===== src/design/dtp_pkg.sv =====
// shared constants, record types and helper function of the decimal triple parser
package dtp_pkg;

    // number format
    localparam int FRAC_BITS   = 16;
    localparam int FRAC_DIGITS = 6;
    localparam int INT_LIMIT   = 999999999;

    // derived widths
    localparam int INT_W    = $clog2(INT_LIMIT + 1);
    localparam int FRAC_W   = $clog2(10 ** FRAC_DIGITS);
    localparam int DIV_W    = $clog2(10 ** FRAC_DIGITS + 1);
    localparam int CNT_W    = 3;
    localparam int QUO_W    = FRAC_BITS + 1;
    localparam int VALUE_W  = 47;
    localparam int COMP_W   = 2;
    localparam int MQ_DEPTH = 4;
    localparam int MQ_PTR_W = $clog2(MQ_DEPTH);

    // component codes
    localparam logic [COMP_W-1:0] COMP_X = 2'd0;
    localparam logic [COMP_W-1:0] COMP_Y = 2'd1;
    localparam logic [COMP_W-1:0] COMP_Z = 2'd2;

    // character codes
    localparam logic [7:0] CH_COMMA = 8'h2C;
    localparam logic [7:0] CH_MINUS = 8'h2D;
    localparam logic [7:0] CH_POINT = 8'h2E;
    localparam logic [7:0] CH_SPACE = 8'h20;
    localparam logic [7:0] CH_TAB   = 8'h09;
    localparam logic [7:0] CH_ZERO  = 8'h30;
    localparam logic [7:0] CH_NINE  = 8'h39;

    // one finished number, as the parser hands it to the conversion side
    typedef struct packed {
        logic [COMP_W-1:0] component;
        logic [INT_W-1:0]  int_acc;
        logic [FRAC_W-1:0] frac_acc;
        logic [CNT_W-1:0]  frac_cnt;
        logic              neg;
        logic              bad;
        logic              miss;
        logic              last;
    } num_rec_t;

    // queue status seen by the neighbors
    typedef struct packed {
        logic empty;
        logic full;
    } q_status_t;

    // power of ten selected by the fraction digit count
    function automatic logic [DIV_W-1:0] pow10(input logic [CNT_W-1:0] n);
        logic [31:0] p;
        begin
            unique case (n)
                3'd0: p = 32'd1;
                3'd1: p = 32'd10;
                3'd2: p = 32'd100;
                3'd3: p = 32'd1000;
                3'd4: p = 32'd10000;
                3'd5: p = 32'd100000;
                3'd6: p = 32'd1000000;
                3'd7: p = 32'd10000000;
                default: p = 32'd1;
            endcase
            pow10 = p[DIV_W-1:0];
        end
    endfunction

endpackage


===== src/design/dtp_front.sv =====
// character classifier and number parser, one character per cycle while the record queue is not full
module dtp_front (
    input  logic                 clk,
    input  logic                 rst_n,
    input  logic                 push,
    input  logic [7:0]           char_in,
    input  logic                 start_field,
    input  dtp_pkg::q_status_t   mq_status,
    output logic                 full,
    output logic                 rec_push,
    output dtp_pkg::num_rec_t    rec
);

    localparam int PROD_W = dtp_pkg::INT_W + 4;

    typedef enum logic [2:0] {
        PH_IDLE,
        PH_BLANKS,
        PH_START,
        PH_SIGNED,
        PH_INT,
        PH_POINT,
        PH_FRAC
    } phase_t;

    phase_t                          phase_reg, phase_next;
    logic [dtp_pkg::COMP_W-1:0]      comp_reg, comp_next;
    logic [dtp_pkg::INT_W-1:0]       int_reg, int_next;
    logic [dtp_pkg::FRAC_W-1:0]      frac_reg, frac_next;
    logic [dtp_pkg::CNT_W-1:0]       cnt_reg, cnt_next;
    logic                            neg_reg, neg_next;
    logic                            bad_reg, bad_next;

    logic                            accept;
    logic                            finish;
    logic                            done;
    phase_t                          ph;
    logic [dtp_pkg::COMP_W-1:0]      comp_v;
    logic [dtp_pkg::INT_W-1:0]       int_v;
    logic [dtp_pkg::FRAC_W-1:0]      frac_v;
    logic [dtp_pkg::CNT_W-1:0]       cnt_v;
    logic                            neg_v;
    logic                            bad_v;

    logic                            is_digit;
    logic                            is_blank;
    logic [3:0]                      dig;
    logic [PROD_W-1:0]               int_prod;
    logic                            int_hold;
    logic                            int_over;
    logic [dtp_pkg::INT_W-1:0]       int_add_val;
    logic                            frac_room;
    logic [dtp_pkg::FRAC_W-1:0]      frac_prod;
    logic [dtp_pkg::FRAC_W-1:0]      frac_add_val;
    logic [dtp_pkg::CNT_W-1:0]       cnt_add_val;

    assign full   = mq_status.full;
    assign accept = push && !full;

    // character classes
    assign is_digit = (char_in >= dtp_pkg::CH_ZERO) && (char_in <= dtp_pkg::CH_NINE);
    assign is_blank = (char_in == dtp_pkg::CH_SPACE) || (char_in == dtp_pkg::CH_TAB);
    assign dig      = char_in[3:0];

    // starting point: a new field drops whatever was open
    always_comb
    begin
        if (start_field)
        begin
            comp_v = dtp_pkg::COMP_X;
            int_v  = '0;
            frac_v = '0;
            cnt_v  = '0;
            neg_v  = 1'b0;
        end
        else
        begin
            comp_v = comp_reg;
            int_v  = int_reg;
            frac_v = frac_reg;
            cnt_v  = cnt_reg;
            neg_v  = neg_reg;
        end
    end

    // integer digit accumulate with saturation
    always_comb
    begin
        int_prod = (PROD_W'(int_v) << 3) + (PROD_W'(int_v) << 1) + PROD_W'(dig);
        int_hold = PROD_W'(int_v) >= PROD_W'(dtp_pkg::INT_LIMIT);
        int_over = int_prod >= PROD_W'(dtp_pkg::INT_LIMIT);
        if (int_hold || int_over)
        begin
            int_add_val = dtp_pkg::INT_W'(dtp_pkg::INT_LIMIT);
        end
        else
        begin
            int_add_val = int_prod[dtp_pkg::INT_W-1:0];
        end
    end

    // fraction digit accumulate, extra digits dropped
    always_comb
    begin
        frac_room = cnt_v < dtp_pkg::CNT_W'(dtp_pkg::FRAC_DIGITS);
        frac_prod = (frac_v << 3) + (frac_v << 1) + dtp_pkg::FRAC_W'(dig);
        if (frac_room)
        begin
            frac_add_val = frac_prod;
            cnt_add_val  = cnt_v + 1'b1;
        end
        else
        begin
            frac_add_val = frac_v;
            cnt_add_val  = cnt_v;
        end
    end

    // parse step: phases fall through until the character is consumed
    always_comb
    begin
        ph       = start_field ? PH_BLANKS : phase_reg;
        bad_v    = start_field ? 1'b0 : bad_reg;
        int_next = int_v;
        frac_next = frac_v;
        cnt_next = cnt_v;
        neg_next = neg_v;
        done     = 1'b0;
        finish   = 1'b0;

        if (ph == PH_BLANKS)
        begin
            if (is_blank)
            begin
                done = 1'b1;
            end
            else
            begin
                ph = PH_START;
            end
        end
        if (!done && ph == PH_START)
        begin
            ph = PH_SIGNED;
            if (char_in == dtp_pkg::CH_MINUS)
            begin
                neg_next = 1'b1;
                done     = 1'b1;
            end
        end
        if (!done && ph == PH_SIGNED)
        begin
            ph = PH_INT;
            if (is_digit)
            begin
                int_next = int_add_val;
                bad_v    = bad_v || int_hold || int_over;
                done     = 1'b1;
            end
            else
            begin
                bad_v = 1'b1;
            end
        end
        if (!done && ph == PH_INT)
        begin
            done = 1'b1;
            if (is_digit)
            begin
                int_next = int_add_val;
                bad_v    = bad_v || int_hold || int_over;
            end
            else if (char_in == dtp_pkg::CH_POINT)
            begin
                ph = PH_POINT;
            end
            else
            begin
                finish = 1'b1;
            end
        end
        if (!done && ph == PH_POINT)
        begin
            done = 1'b1;
            if (is_digit)
            begin
                frac_next = frac_add_val;
                cnt_next  = cnt_add_val;
                ph        = PH_FRAC;
            end
            else
            begin
                bad_v  = 1'b1;
                finish = 1'b1;
            end
        end
        if (!done && ph == PH_FRAC)
        begin
            done = 1'b1;
            if (is_digit)
            begin
                frac_next = frac_add_val;
                cnt_next  = cnt_add_val;
            end
            else
            begin
                finish = 1'b1;
            end
        end
        if (!done)
        begin
            ph = PH_IDLE;
        end
        bad_next = bad_v;

        // finished record
        rec.component = comp_v;
        rec.int_acc   = int_next;
        rec.frac_acc  = frac_next;
        rec.frac_cnt  = cnt_next;
        rec.neg       = neg_next;
        rec.bad       = bad_v;
        rec.miss      = (comp_v != dtp_pkg::COMP_Z) && (char_in != dtp_pkg::CH_COMMA);
        rec.last      = (comp_v == dtp_pkg::COMP_Z);

        // next number or end of field
        phase_next = ph;
        comp_next  = comp_v;
        if (finish)
        begin
            int_next  = '0;
            frac_next = '0;
            cnt_next  = '0;
            neg_next  = 1'b0;
            bad_next  = 1'b0;
            if (comp_v != dtp_pkg::COMP_Z)
            begin
                comp_next  = comp_v + 1'b1;
                phase_next = PH_START;
            end
            else
            begin
                comp_next  = dtp_pkg::COMP_X;
                phase_next = PH_IDLE;
            end
        end
    end

    assign rec_push = accept && finish;

    // parser state
    always_ff @(posedge clk or negedge rst_n)
    begin
        if (!rst_n)
        begin
            phase_reg <= PH_IDLE;
            comp_reg  <= dtp_pkg::COMP_X;
            int_reg   <= '0;
            frac_reg  <= '0;
            cnt_reg   <= '0;
            neg_reg   <= 1'b0;
            bad_reg   <= 1'b0;
        end
        else if (accept)
        begin
            phase_reg <= phase_next;
            comp_reg  <= comp_next;
            int_reg   <= int_next;
            frac_reg  <= frac_next;
            cnt_reg   <= cnt_next;
            neg_reg   <= neg_next;
            bad_reg   <= bad_next;
        end
    end

    // checks
    a_last_goes_idle: assert property (@(posedge clk) disable iff (!rst_n)
        rec_push && rec.last |=> phase_reg == PH_IDLE)
        else $error("parser not idle after third component");

    a_idle_comp_zero: assert property (@(posedge clk) disable iff (!rst_n)
        phase_reg == PH_IDLE |-> comp_reg == dtp_pkg::COMP_X)
        else $error("idle parser holds a nonzero component");

    a_no_push_full: assert property (@(posedge clk) disable iff (!rst_n)
        rec_push |-> !mq_status.full)
        else $error("record pushed into full queue");

endmodule


===== src/design/dtp_queue.sv =====
// small queue of finished number records between parser and converter
module dtp_queue (
    input  logic                 clk,
    input  logic                 rst_n,
    input  logic                 push,
    input  dtp_pkg::num_rec_t    push_data,
    input  logic                 pop,
    output dtp_pkg::num_rec_t    head,
    output dtp_pkg::q_status_t   status
);

    dtp_pkg::num_rec_t               mem [0:dtp_pkg::MQ_DEPTH-1];
    logic [dtp_pkg::MQ_PTR_W-1:0]    wr_ptr_reg;
    logic [dtp_pkg::MQ_PTR_W-1:0]    rd_ptr_reg;
    logic [dtp_pkg::MQ_PTR_W:0]      cnt_reg;
    logic                            do_push;
    logic                            do_pop;

    assign status.empty = (cnt_reg == '0);
    assign status.full  = (cnt_reg == (dtp_pkg::MQ_PTR_W + 1)'(dtp_pkg::MQ_DEPTH));
    assign do_push      = push && !status.full;
    assign do_pop       = pop && !status.empty;
    assign head         = mem[rd_ptr_reg];

    // storage
    always_ff @(posedge clk)
    begin
        if (do_push)
        begin
            mem[wr_ptr_reg] <= push_data;
        end
    end

    // pointers and fill count
    always_ff @(posedge clk or negedge rst_n)
    begin
        if (!rst_n)
        begin
            wr_ptr_reg <= '0;
            rd_ptr_reg <= '0;
            cnt_reg    <= '0;
        end
        else
        begin
            if (do_push)
            begin
                wr_ptr_reg <= wr_ptr_reg + 1'b1;
            end
            if (do_pop)
            begin
                rd_ptr_reg <= rd_ptr_reg + 1'b1;
            end
            if (do_push && !do_pop)
            begin
                cnt_reg <= cnt_reg + 1'b1;
            end
            else if (do_pop && !do_push)
            begin
                cnt_reg <= cnt_reg - 1'b1;
            end
        end
    end

endmodule


===== src/design/dtp_back.sv =====
// fixed point conversion pipeline and result queue
module dtp_back (
    input  logic                          clk,
    input  logic                          rst_n,
    input  dtp_pkg::num_rec_t             head,
    input  dtp_pkg::q_status_t            mq_status,
    output logic                          mq_pop,
    input  logic                          pop,
    output logic                          empty,
    output logic [dtp_pkg::COMP_W-1:0]    component,
    output logic signed [dtp_pkg::VALUE_W-1:0] value,
    output logic                          bad_number,
    output logic                          missing_comma,
    output logic                          last
);

    localparam int NDIV = dtp_pkg::FRAC_BITS;

    typedef struct packed {
        logic [dtp_pkg::COMP_W-1:0] component;
        logic [dtp_pkg::INT_W-1:0]  int_acc;
        logic                       neg;
        logic                       bad;
        logic                       miss;
        logic                       last;
        logic [dtp_pkg::DIV_W-1:0]  div;
        logic [dtp_pkg::DIV_W-1:0]  rem;
        logic [dtp_pkg::QUO_W-1:0]  quo;
    } stage_t;

    typedef struct packed {
        logic [dtp_pkg::COMP_W-1:0]  component;
        logic [dtp_pkg::VALUE_W-1:0] mag;
        logic                        neg;
        logic                        bad;
        logic                        miss;
        logic                        last;
    } mag_t;

    typedef struct packed {
        logic [dtp_pkg::COMP_W-1:0]  component;
        logic [dtp_pkg::VALUE_W-1:0] value;
        logic                        bad;
        logic                        miss;
        logic                        last;
    } out_rec_t;

    stage_t                 stg_reg [0:NDIV];
    logic [NDIV:0]          stg_vld_reg;
    stage_t                 rnd_reg;
    logic                   rnd_vld_reg;
    mag_t                   mag_reg;
    logic                   mag_vld_reg;

    out_rec_t               oq_mem [0:1];
    logic                   oq_wr_reg;
    logic                   oq_rd_reg;
    logic [1:0]             oq_cnt_reg;
    logic                   oq_full;
    logic                   oq_push;
    logic                   oq_pop;
    out_rec_t               oq_in;

    logic                   adv;
    stage_t                 load;

    // one restoring division step: shift in one quotient bit
    function automatic stage_t div_step(input stage_t s);
        stage_t                       r;
        logic [dtp_pkg::DIV_W:0]      r2;
        logic [dtp_pkg::DIV_W:0]      diff;
        logic                         ge;
        begin
            r    = s;
            r2   = {s.rem, 1'b0};
            diff = r2 - {1'b0, s.div};
            ge   = (r2 >= {1'b0, s.div});
            r.rem = ge ? diff[dtp_pkg::DIV_W-1:0] : r2[dtp_pkg::DIV_W-1:0];
            r.quo = {s.quo[dtp_pkg::QUO_W-2:0], ge};
            div_step = r;
        end
    endfunction

    // round half up: remainder at least half the divisor
    function automatic stage_t round_step(input stage_t s);
        stage_t                  r;
        logic [dtp_pkg::DIV_W:0] r2;
        begin
            r     = s;
            r2    = {s.rem, 1'b0};
            r.quo = s.quo + dtp_pkg::QUO_W'(r2 >= {1'b0, s.div});
            round_step = r;
        end
    endfunction

    // pipeline moves as a whole while the result queue has room
    assign oq_full = (oq_cnt_reg == 2'd2);
    assign adv     = !oq_full;
    assign mq_pop  = adv && !mq_status.empty;

    // load stage: fraction digits over their power of ten
    always_comb
    begin
        load.component = head.component;
        load.int_acc   = head.int_acc;
        load.neg       = head.neg;
        load.bad       = head.bad;
        load.miss      = head.miss;
        load.last      = head.last;
        load.div       = dtp_pkg::pow10(head.frac_cnt);
        load.rem       = dtp_pkg::DIV_W'(head.frac_acc);
        load.quo       = '0;
    end

    // pipeline payload
    always_ff @(posedge clk)
    begin
        if (adv)
        begin
            stg_reg[0] <= load;
            for (int k = 1; k <= NDIV; k++)
            begin
                stg_reg[k] <= div_step(stg_reg[k-1]);
            end
            rnd_reg <= round_step(stg_reg[NDIV]);
            mag_reg.component <= rnd_reg.component;
            mag_reg.mag       <= (dtp_pkg::VALUE_W'(rnd_reg.int_acc) << dtp_pkg::FRAC_BITS)
                                 + dtp_pkg::VALUE_W'(rnd_reg.quo);
            mag_reg.neg       <= rnd_reg.neg;
            mag_reg.bad       <= rnd_reg.bad;
            mag_reg.miss      <= rnd_reg.miss;
            mag_reg.last      <= rnd_reg.last;
        end
    end

    // pipeline valid bits
    always_ff @(posedge clk or negedge rst_n)
    begin
        if (!rst_n)
        begin
            stg_vld_reg <= '0;
            rnd_vld_reg <= 1'b0;
            mag_vld_reg <= 1'b0;
        end
        else if (adv)
        begin
            stg_vld_reg <= {stg_vld_reg[NDIV-1:0], mq_pop};
            rnd_vld_reg <= stg_vld_reg[NDIV];
            mag_vld_reg <= rnd_vld_reg;
        end
    end

    // sign applied on the way into the result queue
    always_comb
    begin
        oq_in.component = mag_reg.component;
        oq_in.value     = mag_reg.neg ? (dtp_pkg::VALUE_W'(0) - mag_reg.mag) : mag_reg.mag;
        oq_in.bad       = mag_reg.bad;
        oq_in.miss      = mag_reg.miss;
        oq_in.last      = mag_reg.last;
    end

    assign oq_push = adv && mag_vld_reg;
    assign oq_pop  = pop && !empty;
    assign empty   = (oq_cnt_reg == 2'd0);

    // result queue storage
    always_ff @(posedge clk)
    begin
        if (oq_push)
        begin
            oq_mem[oq_wr_reg] <= oq_in;
        end
    end

    // result queue pointers
    always_ff @(posedge clk or negedge rst_n)
    begin
        if (!rst_n)
        begin
            oq_wr_reg  <= 1'b0;
            oq_rd_reg  <= 1'b0;
            oq_cnt_reg <= 2'd0;
        end
        else
        begin
            if (oq_push)
            begin
                oq_wr_reg <= !oq_wr_reg;
            end
            if (oq_pop)
            begin
                oq_rd_reg <= !oq_rd_reg;
            end
            if (oq_push && !oq_pop)
            begin
                oq_cnt_reg <= oq_cnt_reg + 2'd1;
            end
            else if (oq_pop && !oq_push)
            begin
                oq_cnt_reg <= oq_cnt_reg - 2'd1;
            end
        end
    end

    assign component     = oq_mem[oq_rd_reg].component;
    assign value         = oq_mem[oq_rd_reg].value;
    assign bad_number    = oq_mem[oq_rd_reg].bad;
    assign missing_comma = oq_mem[oq_rd_reg].miss;
    assign last          = oq_mem[oq_rd_reg].last;

    // checks
    a_quo_range: assert property (@(posedge clk) disable iff (!rst_n)
        rnd_vld_reg |-> rnd_reg.quo <= (dtp_pkg::QUO_W'(1) << dtp_pkg::FRAC_BITS))
        else $error("rounded fraction beyond one");

    a_oq_count: assert property (@(posedge clk) disable iff (!rst_n)
        oq_cnt_reg != 2'd3)
        else $error("result queue count out of range");

    a_stall_holds: assert property (@(posedge clk) disable iff (!rst_n)
        !adv |=> $stable(mag_vld_reg) && $stable(stg_vld_reg))
        else $error("pipeline moved while stalled");

endmodule


===== src/design/decimal_triple_parser.sv =====
// top level of the decimal triple parser: parser, record queue, converter
//
// channel   dir  handshake          payload
// ---------------------------------------------------------------------------
// input     in   push / full        char_in[7:0], start_field
// result    out  pop / empty        component[1:0], value[46:0], bad_number,
//                                   missing_comma, last
//
// one character is taken every cycle while full is low; the parser state
// machine consumes it in the same cycle. a finished number goes through the
// record queue, the load stage, a divider stage for each quotient bit of the
// fraction, the round and add stages and the result queue write.
// reset clears all control state at once; no clearing pass.
// full rises only when the four-entry record queue fills, which happens when
// pop is held low long enough for the two-entry result queue to back up.
module decimal_triple_parser (
    input  logic                                  clk,
    input  logic                                  rst_n,
    input  logic                                  push,
    output logic                                  full,
    input  logic [7:0]                            char_in,
    input  logic                                  start_field,
    input  logic                                  pop,
    output logic                                  empty,
    output logic [dtp_pkg::COMP_W-1:0]            component,
    output logic signed [dtp_pkg::VALUE_W-1:0]    value,
    output logic                                  bad_number,
    output logic                                  missing_comma,
    output logic                                  last
);

    dtp_pkg::q_status_t  mq_status;
    dtp_pkg::num_rec_t   rec;
    dtp_pkg::num_rec_t   head;
    logic                rec_push;
    logic                mq_pop;

    // parser front
    dtp_front u_front (
        .clk         (clk),
        .rst_n       (rst_n),
        .push        (push),
        .char_in     (char_in),
        .start_field (start_field),
        .mq_status   (mq_status),
        .full        (full),
        .rec_push    (rec_push),
        .rec         (rec)
    );

    // record queue
    dtp_queue u_queue (
        .clk       (clk),
        .rst_n     (rst_n),
        .push      (rec_push),
        .push_data (rec),
        .pop       (mq_pop),
        .head      (head),
        .status    (mq_status)
    );

    // conversion back end
    dtp_back u_back (
        .clk           (clk),
        .rst_n         (rst_n),
        .head          (head),
        .mq_status     (mq_status),
        .mq_pop        (mq_pop),
        .pop           (pop),
        .empty         (empty),
        .component     (component),
        .value         (value),
        .bad_number    (bad_number),
        .missing_comma (missing_comma),
        .last          (last)
    );

endmodule


===== config.mk =====
export PLATFORM = sky130hd
export DESIGN_NAME = decimal_triple_parser
export DESIGN_NICKNAME = d
export VERILOG_FILES = /design/src/design/dtp_pkg.sv /design/src/design/dtp_front.sv /design/src/design/dtp_queue.sv /design/src/design/dtp_back.sv /design/src/design/decimal_triple_parser.sv
export SDC_FILE = /design/constraint.sdc
export NUM_CORES = 2
export LEC_CHECK = 0
export BUFFER_PORTS_ARGS = -buffer_cell sky130_fd_sc_hd__clkbuf_2
export CORE_AREA = 2 2 396 398
export DETAILED_ROUTE_END_ITERATION = 10
export DIE_AREA = 0 0 398 400
export GPL_ROUTABILITY_DRIVEN = 0
export PLACE_DENSITY = 0.77
export SYNTH_ARGS = -nofsm -noshare
export SYNTH_HDL_FRONTEND = slang
export SYNTH_SLANG_ARGS = --single-unit

===== constraint.sdc =====
create_clock -name clk -period 50.9 [get_ports clk]
set_clock_uncertainty 0.15 [all_clocks]
set_input_delay 0 -clock clk [delete_from_list [all_inputs] [get_ports clk]]
set_output_delay 0 -clock clk [all_outputs]
set_load 0.01 [all_outputs]

==> results_dict.tcl <==
set metrics [dict create \
    crit_type "reg -> reg" \
    setup_viol 0 \
    syn_area_um2 84820 \
    synth_edf_count 1806 \
    grt_pass1_wl_um 245300 \
    fillCellCount 11200 \
    seq_area_um2 56490 \
    tightest_slew_ns 1.206 \
    largest_register_ffs 1360 \
    grt_remaining_overflow 0 \
    clock_sinks 1896 \
    drive_gt1_share_pct 9.513 \
    worstRegToRegCells 7 \
    clk_latency_ns 0.81 \
    ios 67 \
    io_buffer_count 66 \
    worstSetupStartpointType "flip-flop" \
    diodes 0 \
    ctsResizeCount 0 \
    synth_flop_cell "edfxtp_1" \
    synth_seq_area_share_pct 66.59 \
    syn_avg_cell_area_um2 13.84 \
    setup.worst_path.end_class "flip-flop" \
    layout.nets 6760 \
    r2r_end "u_back.stg_reg[1][53]" \
    timing.setup.tns_ns 0 \
    start_util_pct 54.68 \
    max_freq_mhz 136.0 \
    holdBufCountCts 18 \
    drv_cap 0 \
    synth-seq-cells 1896 \
    maxSlewHeadroom_pct 19.59 \
    synth_warnings 0 \
    r2r_start "u_back.oq_cnt_reg[0]" \
    utilization_pct 60.39 \
    synth_cells 6129 \
    antenna_left 0 \
    grt_max_degree 223 \
    ff2ff_setup_slack_ns 43.55 \
    viasPerCell 5.637 \
    wl_um 152000 \
    slew_viol_final 0 \
    cp-endpoint "u_back.stg_reg[1][53]" \
    cp.required_ns 51.14 \
    dr.pass1.iters 6 \
    grt_pass1_vias 48090 \
    vias 47930 \
    die_y_um 400 \
    crit_cells 7 \
    synthArstFlopShare_pct 4.747 \
    cp_slowest_cell "buf_4" \
    rows 145 \
    critPathLaunch "u_back.oq_cnt_reg[0]" \
    numCtsBuffers 179 \
    hpwl_um 96450 \
    cts_root_buffer "clkbuf_16" \
    multi_input_area_um2 26220 \
    core_um2 155100 \
    clockBufferDepth 3 \
    cts_tree "yes" \
    cp.arrival_ns 7.59 \
    area_growth_pct 10.45 \
    wire_per_inst_um 17.88 \
    synth_nets 6594 \
    critPathBufInv 6 \
    path_max_fanout 185 \
    crit_family "buffers and inverters" \
    drt_iter0_markers 3518 \
    hold_viol 0 \
    path_common_cell "buf_4" \
    cts-htree-levels 4 \
    dieWidth_um 398 \
    postCtsSetupBuffers 0 \
    route.detailed.drc 0 \
    rsz0062_at_grt "false" \
    period_minus_slack_ns 7.352 \
    grt_util_all_layers_pct 19.18 \
    yosys.cell_types.count 83 \
    antenna_found_initial 0 \
    path_clk_slew_ns 0.06 \
    slowest_delay_ns 1.06 \
    outcome "finished clean" \
    holdCritPathClass "in -> reg" \
    die_area_um2 159200 \
    crit_chain "nand2b_4, buf_4, buf_4, buf_12, buf_4, buf_4, buf_4" \
    fin_crit_sh_pct 14.44 \
]
## cells in the mapped netlist (all sizes together) (90+ instances only)
cell | number | share of area, %
edfxtp | 1806 | 64
nor2 | 456 | 2.0
inv | 442 | 2.0
ha | 432 | 6.4
a21oi | 408 | 2.4
nand2 | 344 | 1.5
o21ai | 268 | 1.6
xnor2 | 254 | 2.6
clkbuf | 123 | 0.54
mux2 | 116 | 1.5
nor2b | 114 | 0.84
nor3 | 104 | 0.61
xor2 | 97 | 1.0
nand3 | 95 | 0.56
a21o | 94 | 0.83
dfrtp | 90 | 2.7
## logic make-up after synthesis
| logic type | after synthesis | synth area share (%) |
|---|---|---|
| XOR/XNOR | 351 | 3.624 |
| flip-flops | 1896 | 66.59 |
| AND/OR/NAND/NOR | 1476 | 8.383 |
| adder cells (fa/ha/maj) | 452 | 6.845 |
| AO/OA/AOI/OAI | 1192 | 8.802 |
| buffers and inverters | 582 | 2.587 |
| multiplexers | 180 | 3.166 |
## per-stage QoR
step           area (µm²)  hold WS, ns  std cells  worst slack, ns
6_report            93680      0.07682       8502            43.55
5_1_grt             93680      0.09002       8502            42.86
4_1_cts             93680    0.0003930       8502            43.48
3_5_place_dp        87610     -0.04226       8154            43.61
3_3_place_gp        87610     -0.06022       8154            43.80
2_1_floorplan       84820      -0.4456       6129            1.625
## routing by layer
layer	vias up	track usage (%)	routed length [µm]
met4	0	7.420	5115
li1	23110	-	-
met2	1314	34.28	78260
met5	-	0	0
met1	23150	23.50	61590
met3	353	2.771	7017
## area by class of cell
class / count / area share, %
timing repair buffer: 125 / 0.9215
clock inverter: 101 / 1.237
tap: 2058 / 2.749
sequential: 1896 / 60.30
inverter: 442 / 1.771
multi-input combinational: 3651 / 27.99
clock buffer: 229 / 5.036
## layout by cell type, fill, tap and decap left out, types with 21 or more instances in the layout
cell type and n:
or3_1 34, clkbuf_1 46, clkbuf_2 65, nand2b_1 80
a22o_1 28, nor3_1 103, or2_2 22, dfrtp_1 87
and2_1 45, clkinv_1 27, mux2_2 116, a21oi_1 407
a31oi_1 35, a211oi_1 21, mux4_2 59, nor4_1 29
clkbuf_16 180, o31ai_1 53, o21a_1 58, and3_1 29
buf_4 40, nand4_1 59, nor2b_1 113, xnor2_1 254
xor2_1 97, nand3_1 95, o21ai_0 260, ha_1 432
clkinv_2 35, nor2_1 452, o21bai_1 24, a21boi_0 40
a21o_1 94, nand2_1 343, inv_1 442, o211ai_1 23
edfxtp_1 1806
## worst register-to-register path, cell delays in order, from the launching register on
cell	delay, ns
dfrtp_1	0.43
nand2b_4	0.53
buf_4	0.84
buf_4	0.93
buf_12	0.73
buf_4	1.11
buf_4	1.03
buf_4	1.12
## how the worst min path moves through the flow
stage,start,to,cells after the start,slack (ns)
2_1_floorplan,rst_n,u_back.mag_vld_reg,0,-0.45
3_3_place_gp,rst_n,u_front.cnt_reg[1],1,-0.06
3_5_place_dp,rst_n,u_front.cnt_reg[0],1,-0.04
4_1_cts,char_in[6],u_front.int_reg[29],7,0.0004
5_1_grt,char_in[6],u_queue.mem[3][56],5,0.09
6_report,char_in[6],u_front.int_reg[29],7,0.08
Power is not shown: default switching activity piles up to over one toggle a cycle in this logic, so the estimate is an artifact.
